--- config.mk ---
export PLATFORM = sky130hd
export DESIGN_NAME = nearest_centroid_assign_unit
export DESIGN_NICKNAME = d
export VERILOG_FILES = /design/src/rtl/core/nca_pkg.sv /design/src/rtl/core/nca_ram.sv /design/src/rtl/core/nca_datapath.sv /design/src/rtl/core/nca_controller.sv /design/src/rtl/core/nearest_centroid_assign_unit.sv
export SDC_FILE = /design/constraint.sdc
export NUM_CORES = 2
export LEC_CHECK = 0
export ABC_AREA = 0
export BUFFER_PORTS_ARGS = -buffer_cell sky130_fd_sc_hd__buf_2
export CORE_ASPECT_RATIO = 1.5
export CORE_MARGIN = 10
export CORE_UTILIZATION = 30
export CTS_BUF_LIST = sky130_fd_sc_hd__clkbuf_16
export DETAILED_ROUTE_END_ITERATION = 7
export PLACE_DENSITY = 0.51
export RECOVER_POWER = 25
export SLEW_MARGIN = 0
export SYNTH_ARGS = -nofsm -noshare
export SYNTH_HDL_FRONTEND = slang
export SYNTH_SLANG_ARGS = --single-unit
--- constraint.sdc ---
create_clock -name clock -period 21.3 [get_ports clock]
set_clock_uncertainty 0.15 [all_clocks]
set_input_delay 4.26 -clock clock [delete_from_list [all_inputs] [get_ports clock]]
set_output_delay 4.26 -clock clock [all_outputs]
set_load 0.01 [all_outputs]
--- src/rtl/core/nca_pkg.sv ---
// Shared types, constants and defaults for the nearest-centroid assignment unit.
`default_nettype none

package nca_pkg;

   localparam int DEFAULT_MAX_CLUSTERS = 16;
   localparam int DEFAULT_MAX_DIMS     = 4;

   localparam int COORD_WIDTH     = 16;
   localparam int IN_COORDS       = 4;
   localparam int ENTRY_WIDTH     = 4;
   localparam int DIST_WIDTH      = 34;
   localparam int CLUSTERS_WIDTH  = 5;
   localparam int DIMS_WIDTH      = 3;
   localparam int CSR_DATA_WIDTH  = 5;
   localparam int CSR_INDEX_WIDTH = 1;

   localparam logic [CSR_INDEX_WIDTH-1:0] CSR_ACTIVE_CLUSTERS = 1'b0;
   localparam logic [CSR_INDEX_WIDTH-1:0] CSR_ACTIVE_DIMS     = 1'b1;

   localparam logic [CLUSTERS_WIDTH-1:0] ACTIVE_CLUSTERS_RESET = 5'd1;
   localparam logic [DIMS_WIDTH-1:0]     ACTIVE_DIMS_RESET     = 3'd4;

   localparam logic OP_LOAD     = 1'b0;
   localparam logic OP_CLASSIFY = 1'b1;

   typedef struct packed {
      logic                          op;
      logic [ENTRY_WIDTH-1:0]        entry_index;
      logic signed [COORD_WIDTH-1:0] coord_zero;
      logic signed [COORD_WIDTH-1:0] coord_one;
      logic signed [COORD_WIDTH-1:0] coord_two;
      logic signed [COORD_WIDTH-1:0] coord_three;
   } req_type;

   typedef struct packed {
      logic [ENTRY_WIDTH-1:0] nearest_index;
      logic [DIST_WIDTH-1:0]  min_distance;
   } rsp_type;

   typedef enum logic [1:0] {
      ST_IDLE,
      ST_SCAN,
      ST_DRAIN,
      ST_DONE
   } state_type;

   typedef struct packed {
      logic load;
      logic start;
      logic issue;
      logic last;
      logic publish;
   } cmd_type;

   typedef struct packed {
      logic scan_done;
      logic out_free;
   } status_type;

endpackage

`default_nettype wire

--- src/rtl/core/nca_ram.sv ---
// Generic single-write, single-read RAM with a registered read port.
`default_nettype none

module nca_ram #(
   parameter int WIDTH = 64,
   parameter int DEPTH = 16
) (
   input  wire logic                     clock,
   input  wire logic                     write_en,
   input  wire logic [$clog2(DEPTH)-1:0] write_addr,
   input  wire logic [WIDTH-1:0]         write_data,
   input  wire logic                     read_en,
   input  wire logic [$clog2(DEPTH)-1:0] read_addr,
   output logic      [WIDTH-1:0]         read_data
);

   logic [WIDTH-1:0] mem_ff [DEPTH];
   logic [WIDTH-1:0] read_data_ff;

   always_ff @(posedge clock) begin
      if (write_en) begin
         mem_ff[write_addr] <= write_data;
      end
      if (read_en) begin
         read_data_ff <= mem_ff[read_addr];
      end
   end

   assign read_data = read_data_ff;

endmodule

`default_nettype wire

--- src/rtl/core/nca_datapath.sv ---
// Datapath: centroid store, distance pipeline, running minimum and result register.
`default_nettype none

module nca_datapath #(
   parameter int MAX_CLUSTERS = nca_pkg::DEFAULT_MAX_CLUSTERS,
   parameter int MAX_DIMS     = nca_pkg::DEFAULT_MAX_DIMS
) (
   input  wire logic                                   clock,
   input  wire logic                                   reset,
   input  wire logic                                   csr_write_en,
   input  wire logic [nca_pkg::CSR_INDEX_WIDTH-1:0]    csr_index,
   input  wire logic [nca_pkg::CSR_DATA_WIDTH-1:0]     csr_data,
   input  wire nca_pkg::req_type                       req_payload,
   input  wire nca_pkg::cmd_type                       cmd,
   input  wire logic [$clog2(MAX_CLUSTERS)-1:0]        rd_addr,
   output nca_pkg::status_type                         status,
   output logic                                        rsp_valid,
   input  wire logic                                   rsp_ready,
   output nca_pkg::rsp_type                            rsp_payload
);

   localparam int IDX_W  = $clog2(MAX_CLUSTERS);
   localparam int CW     = nca_pkg::COORD_WIDTH;
   localparam int RAM_W  = MAX_DIMS * CW;
   localparam int SQ_W   = 2 * CW + 1;
   localparam int SUM_W  = nca_pkg::DIST_WIDTH + $clog2(MAX_DIMS);
   localparam int EXT_W  = IDX_W + nca_pkg::ENTRY_WIDTH;

   logic signed [CW-1:0]   req_coord  [nca_pkg::IN_COORDS];
   logic signed [CW-1:0]   load_lane  [MAX_DIMS];
   logic signed [CW-1:0]   cent_lane  [MAX_DIMS];
   logic signed [CW-1:0]   point_ff   [MAX_DIMS];
   logic signed [CW-1:0]   point_in   [MAX_DIMS];
   logic signed [CW:0]     diff       [MAX_DIMS];
   logic signed [2*CW+1:0] prod       [MAX_DIMS];
   logic [SQ_W-1:0]        sq_in      [MAX_DIMS];
   logic [SQ_W-1:0]        sq_ff      [MAX_DIMS];
   logic [RAM_W-1:0]       ram_wdata;
   logic [RAM_W-1:0]       ram_rdata;
   logic [EXT_W-1:0]       entry_ext;
   logic                   load_en;

   logic [nca_pkg::DIMS_WIDTH-1:0] active_dims_ff;
   logic [nca_pkg::DIMS_WIDTH-1:0] active_dims_in;

   logic             s1_valid_ff, s2_valid_ff, s3_valid_ff;
   logic             s1_last_ff, s2_last_ff, s3_last_ff;
   logic [IDX_W-1:0] s1_idx_ff, s2_idx_ff, s3_idx_ff;
   logic [SUM_W-1:0] sum_ff;
   logic [SUM_W-1:0] sum_in;
   logic [SUM_W-1:0] best_dist_ff;
   logic [SUM_W-1:0] best_dist_in;
   logic [IDX_W-1:0] best_idx_ff;
   logic [IDX_W-1:0] best_idx_in;
   logic             scan_done_ff;
   logic             rsp_valid_ff;
   logic             rsp_valid_in;
   logic [EXT_W-1:0] best_idx_ext;
   nca_pkg::rsp_type rsp_payload_ff;
   nca_pkg::rsp_type rsp_payload_in;

   assign req_coord[0] = req_payload.coord_zero;
   assign req_coord[1] = req_payload.coord_one;
   assign req_coord[2] = req_payload.coord_two;
   assign req_coord[3] = req_payload.coord_three;

   for (genvar j = 0; j < MAX_DIMS; j++) begin : g_lane
      if (j < nca_pkg::IN_COORDS) begin : g_in
         assign load_lane[j] = req_coord[j];
      end else begin : g_zero
         assign load_lane[j] = '0;
      end
      assign ram_wdata[j*CW +: CW] = load_lane[j];
      assign cent_lane[j]          = ram_rdata[j*CW +: CW];
      assign point_in[j]           = cmd.start ? load_lane[j] : point_ff[j];
   end

   assign entry_ext = EXT_W'(req_payload.entry_index);
   assign load_en   = cmd.load && (entry_ext < EXT_W'(MAX_CLUSTERS));

   nca_ram #(
      .WIDTH (RAM_W),
      .DEPTH (MAX_CLUSTERS)
   ) u_centroid_ram (
      .clock      (clock),
      .write_en   (load_en),
      .write_addr (entry_ext[IDX_W-1:0]),
      .write_data (ram_wdata),
      .read_en    (cmd.issue),
      .read_addr  (rd_addr),
      .read_data  (ram_rdata)
   );

   always_comb begin
      active_dims_in = active_dims_ff;
      if (csr_write_en && (csr_index == nca_pkg::CSR_ACTIVE_DIMS)) begin
         active_dims_in = csr_data[nca_pkg::DIMS_WIDTH-1:0];
      end
   end

   always_comb begin
      for (int j = 0; j < MAX_DIMS; j++) begin
         diff[j]  = {point_ff[j][CW-1], point_ff[j]} - {cent_lane[j][CW-1], cent_lane[j]};
         prod[j]  = diff[j] * diff[j];
         sq_in[j] = (int'(active_dims_ff) > j) ? prod[j][SQ_W-1:0] : '0;
      end
   end

   always_comb begin
      sum_in = '0;
      for (int j = 0; j < MAX_DIMS; j++) begin
         sum_in = sum_in + SUM_W'(sq_ff[j]);
      end
   end

   always_comb begin
      best_dist_in = best_dist_ff;
      best_idx_in  = best_idx_ff;
      if (s3_valid_ff && ((s3_idx_ff == '0) || (sum_ff < best_dist_ff))) begin
         best_dist_in = sum_ff;
         best_idx_in  = s3_idx_ff;
      end
   end

   assign best_idx_ext = EXT_W'(best_idx_ff);

   always_comb begin
      rsp_valid_in   = rsp_valid_ff && !rsp_ready;
      rsp_payload_in = rsp_payload_ff;
      if (cmd.publish) begin
         rsp_valid_in                 = 1'b1;
         rsp_payload_in.nearest_index = best_idx_ext[nca_pkg::ENTRY_WIDTH-1:0];
         rsp_payload_in.min_distance  = best_dist_ff[nca_pkg::DIST_WIDTH-1:0];
      end
   end

   always_ff @(posedge clock) begin
      if (reset) begin
         active_dims_ff <= nca_pkg::ACTIVE_DIMS_RESET;
         s1_valid_ff    <= 1'b0;
         s2_valid_ff    <= 1'b0;
         s3_valid_ff    <= 1'b0;
         scan_done_ff   <= 1'b0;
         rsp_valid_ff   <= 1'b0;
      end else begin
         active_dims_ff <= active_dims_in;
         s1_valid_ff    <= cmd.issue;
         s2_valid_ff    <= s1_valid_ff;
         s3_valid_ff    <= s2_valid_ff;
         scan_done_ff   <= s3_valid_ff && s3_last_ff;
         rsp_valid_ff   <= rsp_valid_in;
      end
   end

   always_ff @(posedge clock) begin
      point_ff       <= point_in;
      sq_ff          <= sq_in;
      s1_last_ff     <= cmd.last;
      s2_last_ff     <= s1_last_ff;
      s3_last_ff     <= s2_last_ff;
      s1_idx_ff      <= rd_addr;
      s2_idx_ff      <= s1_idx_ff;
      s3_idx_ff      <= s2_idx_ff;
      sum_ff         <= sum_in;
      best_dist_ff   <= best_dist_in;
      best_idx_ff    <= best_idx_in;
      rsp_payload_ff <= rsp_payload_in;
   end

   assign status.scan_done = scan_done_ff;
   assign status.out_free  = !rsp_valid_ff || rsp_ready;
   assign rsp_valid        = rsp_valid_ff;
   assign rsp_payload      = rsp_payload_ff;

endmodule

`default_nettype wire

--- src/rtl/core/nca_controller.sv ---
// Controller: request handshake, centroid scan sequencing and result hand-off.
`default_nettype none

module nca_controller #(
   parameter int MAX_CLUSTERS = nca_pkg::DEFAULT_MAX_CLUSTERS
) (
   input  wire logic                                clock,
   input  wire logic                                reset,
   input  wire logic                                csr_write_en,
   input  wire logic [nca_pkg::CSR_INDEX_WIDTH-1:0] csr_index,
   input  wire logic [nca_pkg::CSR_DATA_WIDTH-1:0]  csr_data,
   input  wire logic                                req_valid,
   input  wire logic                                req_op,
   output logic                                     req_ready,
   input  wire nca_pkg::status_type                 status,
   output nca_pkg::cmd_type                         cmd,
   output logic [$clog2(MAX_CLUSTERS)-1:0]          rd_addr
);

   localparam int IDX_W = $clog2(MAX_CLUSTERS);
   localparam int LIM_W = ($clog2(MAX_CLUSTERS + 1) > nca_pkg::CLUSTERS_WIDTH) ?
                          $clog2(MAX_CLUSTERS + 1) : nca_pkg::CLUSTERS_WIDTH;

   nca_pkg::state_type state_ff;
   nca_pkg::state_type state_in;

   logic [nca_pkg::CLUSTERS_WIDTH-1:0] active_clusters_ff;
   logic [nca_pkg::CLUSTERS_WIDTH-1:0] active_clusters_in;
   logic [IDX_W-1:0]                   count_ff;
   logic [IDX_W-1:0]                   count_in;
   logic [LIM_W-1:0]                   clusters_ext;
   logic [LIM_W-1:0]                   limit;
   logic [LIM_W-1:0]                   limit_less;
   logic [IDX_W-1:0]                   last_idx;
   logic                               at_last;

   always_comb begin
      active_clusters_in = active_clusters_ff;
      if (csr_write_en && (csr_index == nca_pkg::CSR_ACTIVE_CLUSTERS)) begin
         active_clusters_in = csr_data[nca_pkg::CLUSTERS_WIDTH-1:0];
      end
   end

   always_comb begin
      clusters_ext = LIM_W'(active_clusters_ff);
      priority if (clusters_ext == '0) begin
         limit = LIM_W'(1);
      end else if (clusters_ext > LIM_W'(MAX_CLUSTERS)) begin
         limit = LIM_W'(MAX_CLUSTERS);
      end else begin
         limit = clusters_ext;
      end
      limit_less = limit - LIM_W'(1);
      last_idx   = limit_less[IDX_W-1:0];
   end

   assign at_last = (count_ff == last_idx);

   always_comb begin
      state_in = state_ff;
      count_in = count_ff;
      unique case (state_ff)
         nca_pkg::ST_IDLE: begin
            if (req_valid && (req_op == nca_pkg::OP_CLASSIFY)) begin
               state_in = nca_pkg::ST_SCAN;
               count_in = '0;
            end
         end
         nca_pkg::ST_SCAN: begin
            if (at_last) begin
               state_in = nca_pkg::ST_DRAIN;
            end else begin
               count_in = count_ff + IDX_W'(1);
            end
         end
         nca_pkg::ST_DRAIN: begin
            if (status.scan_done) begin
               state_in = nca_pkg::ST_DONE;
            end
         end
         nca_pkg::ST_DONE: begin
            if (status.out_free) begin
               state_in = nca_pkg::ST_IDLE;
            end
         end
         default: begin
            state_in = nca_pkg::ST_IDLE;
         end
      endcase
   end

   always_comb begin
      req_ready   = 1'b0;
      cmd         = '0;
      unique case (state_ff)
         nca_pkg::ST_IDLE: begin
            req_ready = 1'b1;
            cmd.load  = req_valid && (req_op == nca_pkg::OP_LOAD);
            cmd.start = req_valid && (req_op == nca_pkg::OP_CLASSIFY);
         end
         nca_pkg::ST_SCAN: begin
            cmd.issue = 1'b1;
            cmd.last  = at_last;
         end
         nca_pkg::ST_DRAIN: begin
         end
         nca_pkg::ST_DONE: begin
            cmd.publish = status.out_free;
         end
         default: begin
         end
      endcase
   end

   assign rd_addr = count_ff;

   always_ff @(posedge clock) begin
      if (reset) begin
         state_ff           <= nca_pkg::ST_IDLE;
         active_clusters_ff <= nca_pkg::ACTIVE_CLUSTERS_RESET;
         count_ff           <= '0;
      end else begin
         state_ff           <= state_in;
         active_clusters_ff <= active_clusters_in;
         count_ff           <= count_in;
      end
   end

endmodule

`default_nettype wire

--- src/rtl/core/nearest_centroid_assign_unit.sv ---
// Top level of the nearest-centroid assignment unit.
`default_nettype none

// A load beat writes one whole centroid into the table and gives no result. A
// classify beat compares the point with active_clusters centroids (at least
// one, at most MAX_CLUSTERS), one centroid per cycle with all coordinates in
// parallel, reading the centroid RAM once per cycle; the next beat can be
// taken in the same cycle as the result appears. The result waits in an
// output register, so loads are taken while it is pending. Configuration
// writes are taken at any time but belong to idle periods.

module nearest_centroid_assign_unit #(
   parameter int MAX_CLUSTERS = nca_pkg::DEFAULT_MAX_CLUSTERS,
   parameter int MAX_DIMS     = nca_pkg::DEFAULT_MAX_DIMS
) (
   input  wire logic                                clock,
   input  wire logic                                reset,
   input  wire logic                                csr_write_en,
   input  wire logic [nca_pkg::CSR_INDEX_WIDTH-1:0] csr_index,
   input  wire logic [nca_pkg::CSR_DATA_WIDTH-1:0]  csr_data,
   input  wire logic                                req_valid,
   output logic                                     req_ready,
   input  wire nca_pkg::req_type                    req_payload,
   output logic                                     rsp_valid,
   input  wire logic                                rsp_ready,
   output nca_pkg::rsp_type                         rsp_payload
);

   nca_pkg::cmd_type                  cmd;
   nca_pkg::status_type               status;
   logic [$clog2(MAX_CLUSTERS)-1:0]   rd_addr;

   nca_controller #(
      .MAX_CLUSTERS (MAX_CLUSTERS)
   ) u_controller (
      .clock        (clock),
      .reset        (reset),
      .csr_write_en (csr_write_en),
      .csr_index    (csr_index),
      .csr_data     (csr_data),
      .req_valid    (req_valid),
      .req_op       (req_payload.op),
      .req_ready    (req_ready),
      .status       (status),
      .cmd          (cmd),
      .rd_addr      (rd_addr)
   );

   nca_datapath #(
      .MAX_CLUSTERS (MAX_CLUSTERS),
      .MAX_DIMS     (MAX_DIMS)
   ) u_datapath (
      .clock        (clock),
      .reset        (reset),
      .csr_write_en (csr_write_en),
      .csr_index    (csr_index),
      .csr_data     (csr_data),
      .req_payload  (req_payload),
      .cmd          (cmd),
      .rd_addr      (rd_addr),
      .status       (status),
      .rsp_valid    (rsp_valid),
      .rsp_ready    (rsp_ready),
      .rsp_payload  (rsp_payload)
   );

endmodule

`default_nettype wire

==> out/metrics.cfg <==
[timing]
finalCritPeriodShare=0.446
tns_ns=0
slew_headroom=-1.50
setup_viol=0
whs_ns=0.175
final-hold-violation-count=0
setup_slack_ns=11.80
slew_viol_final=458
clock.fmax_ghz=0.105
finalCriticalPeriod_ns=9.50
tightest_slew_ns=3.75
rsz0062_at_grt=no

[cells_and_area]
layout-drive-gt1-share=0.105
multi_input_area_um2=47100
post-route-util=0.335
layout.nets=9060
area_growth_pct=11.4
register_area_um2=40900
nFillCells=30900

[yosys]
synth.avg_cell_area_um2=13.1
synthesis.instances=7193
async_flop_share=0
synth_top_area_share=0.391
ys_top_cells_by_area=edfxtp_1 (39%), fa_1 (23%), mux4_2 (7.6%)
synth_top_cell_by_area=edfxtp_1
synthDistinctLibCells=80
synth-main-ff-cell=edfxtp_1
seq_area_frac_synth=0.433
syn_area_um2=94300
synth_seq_cells=1426
yosys_warnings=0
synth_edf_count=1229
synth_nets=8849

[worst_setup_path]
max_stage_delay_ns=0.81
crit_required_ns=21.74
cp-end-kind=register
cp_common_cell=fa_1
start_kind=register
reg2regPathDepth=29
reg2reg_from=u_datapath.u_centroid_ram.read_data[48]$_DFFE_PP_
arrival_ns=9.94
startpoint=u_datapath.u_centroid_ram.read_data[48]$_DFFE_PP_
slowest_stage=fa_1
crit_fanout=17
critical_path_class=register to register

[clock_tree]
cts_tree=built
post_cts.repair.setup_buffers=0
cts.sinks=1426
cts_made_buffers=146
clk_latency_ns=0.85
clock-root-buffer=clkbuf_16
clockBufferDepth=4
cts_hold_buf=0
path_clk_slew_ns=0.07
ctsHtreeMaxLevel=4
cts-resized-gates=0

[floorplan]
fp.dieW_um=478
die_y_um=707
io_pins=120
core-area_um2=314000
num_rows=252
start_util=0.301
die-area_um2=338000

[hold_path]
min_from=u_datapath.s2_idx_ff[3]$_DFF_P_
worstHoldPathCells=0
hold_path_class=register to register

[global_route]
antenna_found_initial=24
grt_pass1_wl_um=375000
grt_overflow=0
grt_max_degree=120
grt_pass1_vias=61100
track_usage=0.144

[detailed_routing]
vias=54200
antenna_left=0
first_iter_violations=3088
drtPass1Iterations=6
drc=0
wl_per_cell_um=20.9
vias_per_cell=4.62
routed_wl_um=245000

[status]
violations=max-capacitance violations, max-slew violations
outcome=complete, but fails checks

[place]
port_buffers=119
dp_hpwl_um=179000
place_congestion=0.864
post-place-ws_ns=11.92

[flow_run]
cap_violations=14

[Yosys cell counts (all sizes together) (32+ instances only)]
library cell  count
a21o            100
a21oi           162
and2             46
clkbuf          145
dfxtp           197
edfxtp         1229
fa             1095
ha              481
inv            1577
mux4            320
nand2           401
nand2b           60
nand3            38
nor2            501
nor2b            55
nor3             45
o21a             32
o21ai           138
xnor2           163
xor2             90
[routing by layer]
metal,global-route usage,part of all wire,vias up
met4,0.0504,0.037,16
met5,0,0.00073,-
met3,0.0182,0.040,417
met2,0.274,0.54,1074
met1,0.165,0.38,28500
li1,-,-,24200
[per-stage QoR]
step,area (µm²),cells
floorplan,94300,7193
global placement,101000,11400
detailed placement,101000,11400
CTS,105000,11700
global route,105000,11700
finish,105000,11700
[state kept, by name (all words and copies together) (netlist names), 5 cells and up]
name	flops
u_datapath.u_centroid_ram.mem_ff	1024
u_datapath.sq_ff	128
u_datapath.point_ff	64
u_datapath.u_centroid_ram.read_data	64
u_datapath.rsp_payload	38
u_datapath.best_dist_ff	35
u_datapath.sum_ff	35
u_controller.active_clusters_ff	5
[kinds of logic (layout without fill, tap and decap cells)]
logic type                 count (synthesis)  after routing  synth area share
AOI/OAI and AO/OA                        595            595            0.0408
and+or+nand+nor                         1251           1251            0.0586
DFF                                     1426           1426             0.433
adders and majority gates               1576           1576             0.296
xor gates and xnor gates                 253            253            0.0235
muxes                                    335            335            0.0780
buffers and inverters                   1757           2071            0.0699
other                                      0             26                 0
[path summary, 6_finish.rpt]
kind	endpoint	slack, ns
max	u_datapath.sq_ff[32]$_SDFF_PP0_	11.80
min	u_datapath.s3_idx_ff[3]$_DFF_P_	0.17
max reg2reg	u_datapath.sq_ff[32]$_SDFF_PP0_	11.80
min reg2reg	u_datapath.s3_idx_ff[3]$_DFF_P_	0.17
[final cells by class]
cell class              count  share of cell area
well taps                4191              0.0499
flip-flops and latches   1426               0.389
repair buffers            236              0.0134
diodes                     26            0.000619
clock inverters           102             0.00701
clock buffers             149              0.0355
inverters                1584              0.0566
multi-input cells        4010               0.448
[layout by cell type, fill, tap and decap left out, types with 13 or more instances in the layout]
master / netlist / layout
inv_2: 30 / 32
a21oi_1: 162 / 161
nor3_1: 45 / 41
o21ai_0: 94 / 94
edfxtp_1: 1229 / 1229
diode_2: 0 / 26
nor2_1: 501 / 487
mux4_2: 320 / 320
ha_1: 481 / 481
o21bai_1: 18 / 18
nand3_1: 38 / 38
inv_1: 1547 / 1575
xnor2_1: 163 / 153
fa_1: 1095 / 1095
xor2_1: 90 / 89
a211oi_1: 19 / 19
clkbuf_16: 0 / 149
or3_1: 15 / 15
buf_4: 0 / 103
nand2b_1: 60 / 60
o21ai_1: 42 / 42
clkbuf_1: 145 / 48
nand2_1: 401 / 401
nand4_1: 19 / 19
buf_2: 0 / 83
and2_1: 46 / 46
mux2i_1: 13 / 13
and3_1: 17 / 16
clkinv_1: 7 / 37
a21o_1: 100 / 100
dfxtp_1: 197 / 196
o31ai_1: 18 / 19
nor2b_1: 55 / 54
o21a_1: 32 / 32
clkinv_2: 0 / 13
[critical path: cells and delay by family (launching register included)]
family / cells / cell delay, ns
adder cells (fa/ha/maj): 9 / 4.46
flip-flops: 1 / 0.37
AND/OR/NAND/NOR: 6 / 1.22
AO/OA/AOI/OAI: 11 / 2.22
buffers and inverters: 3 / 0.85
Power is left out: the tool's default activity adds up to more than one toggle a clock period on the data nets, which glitch-free logic cannot reach.
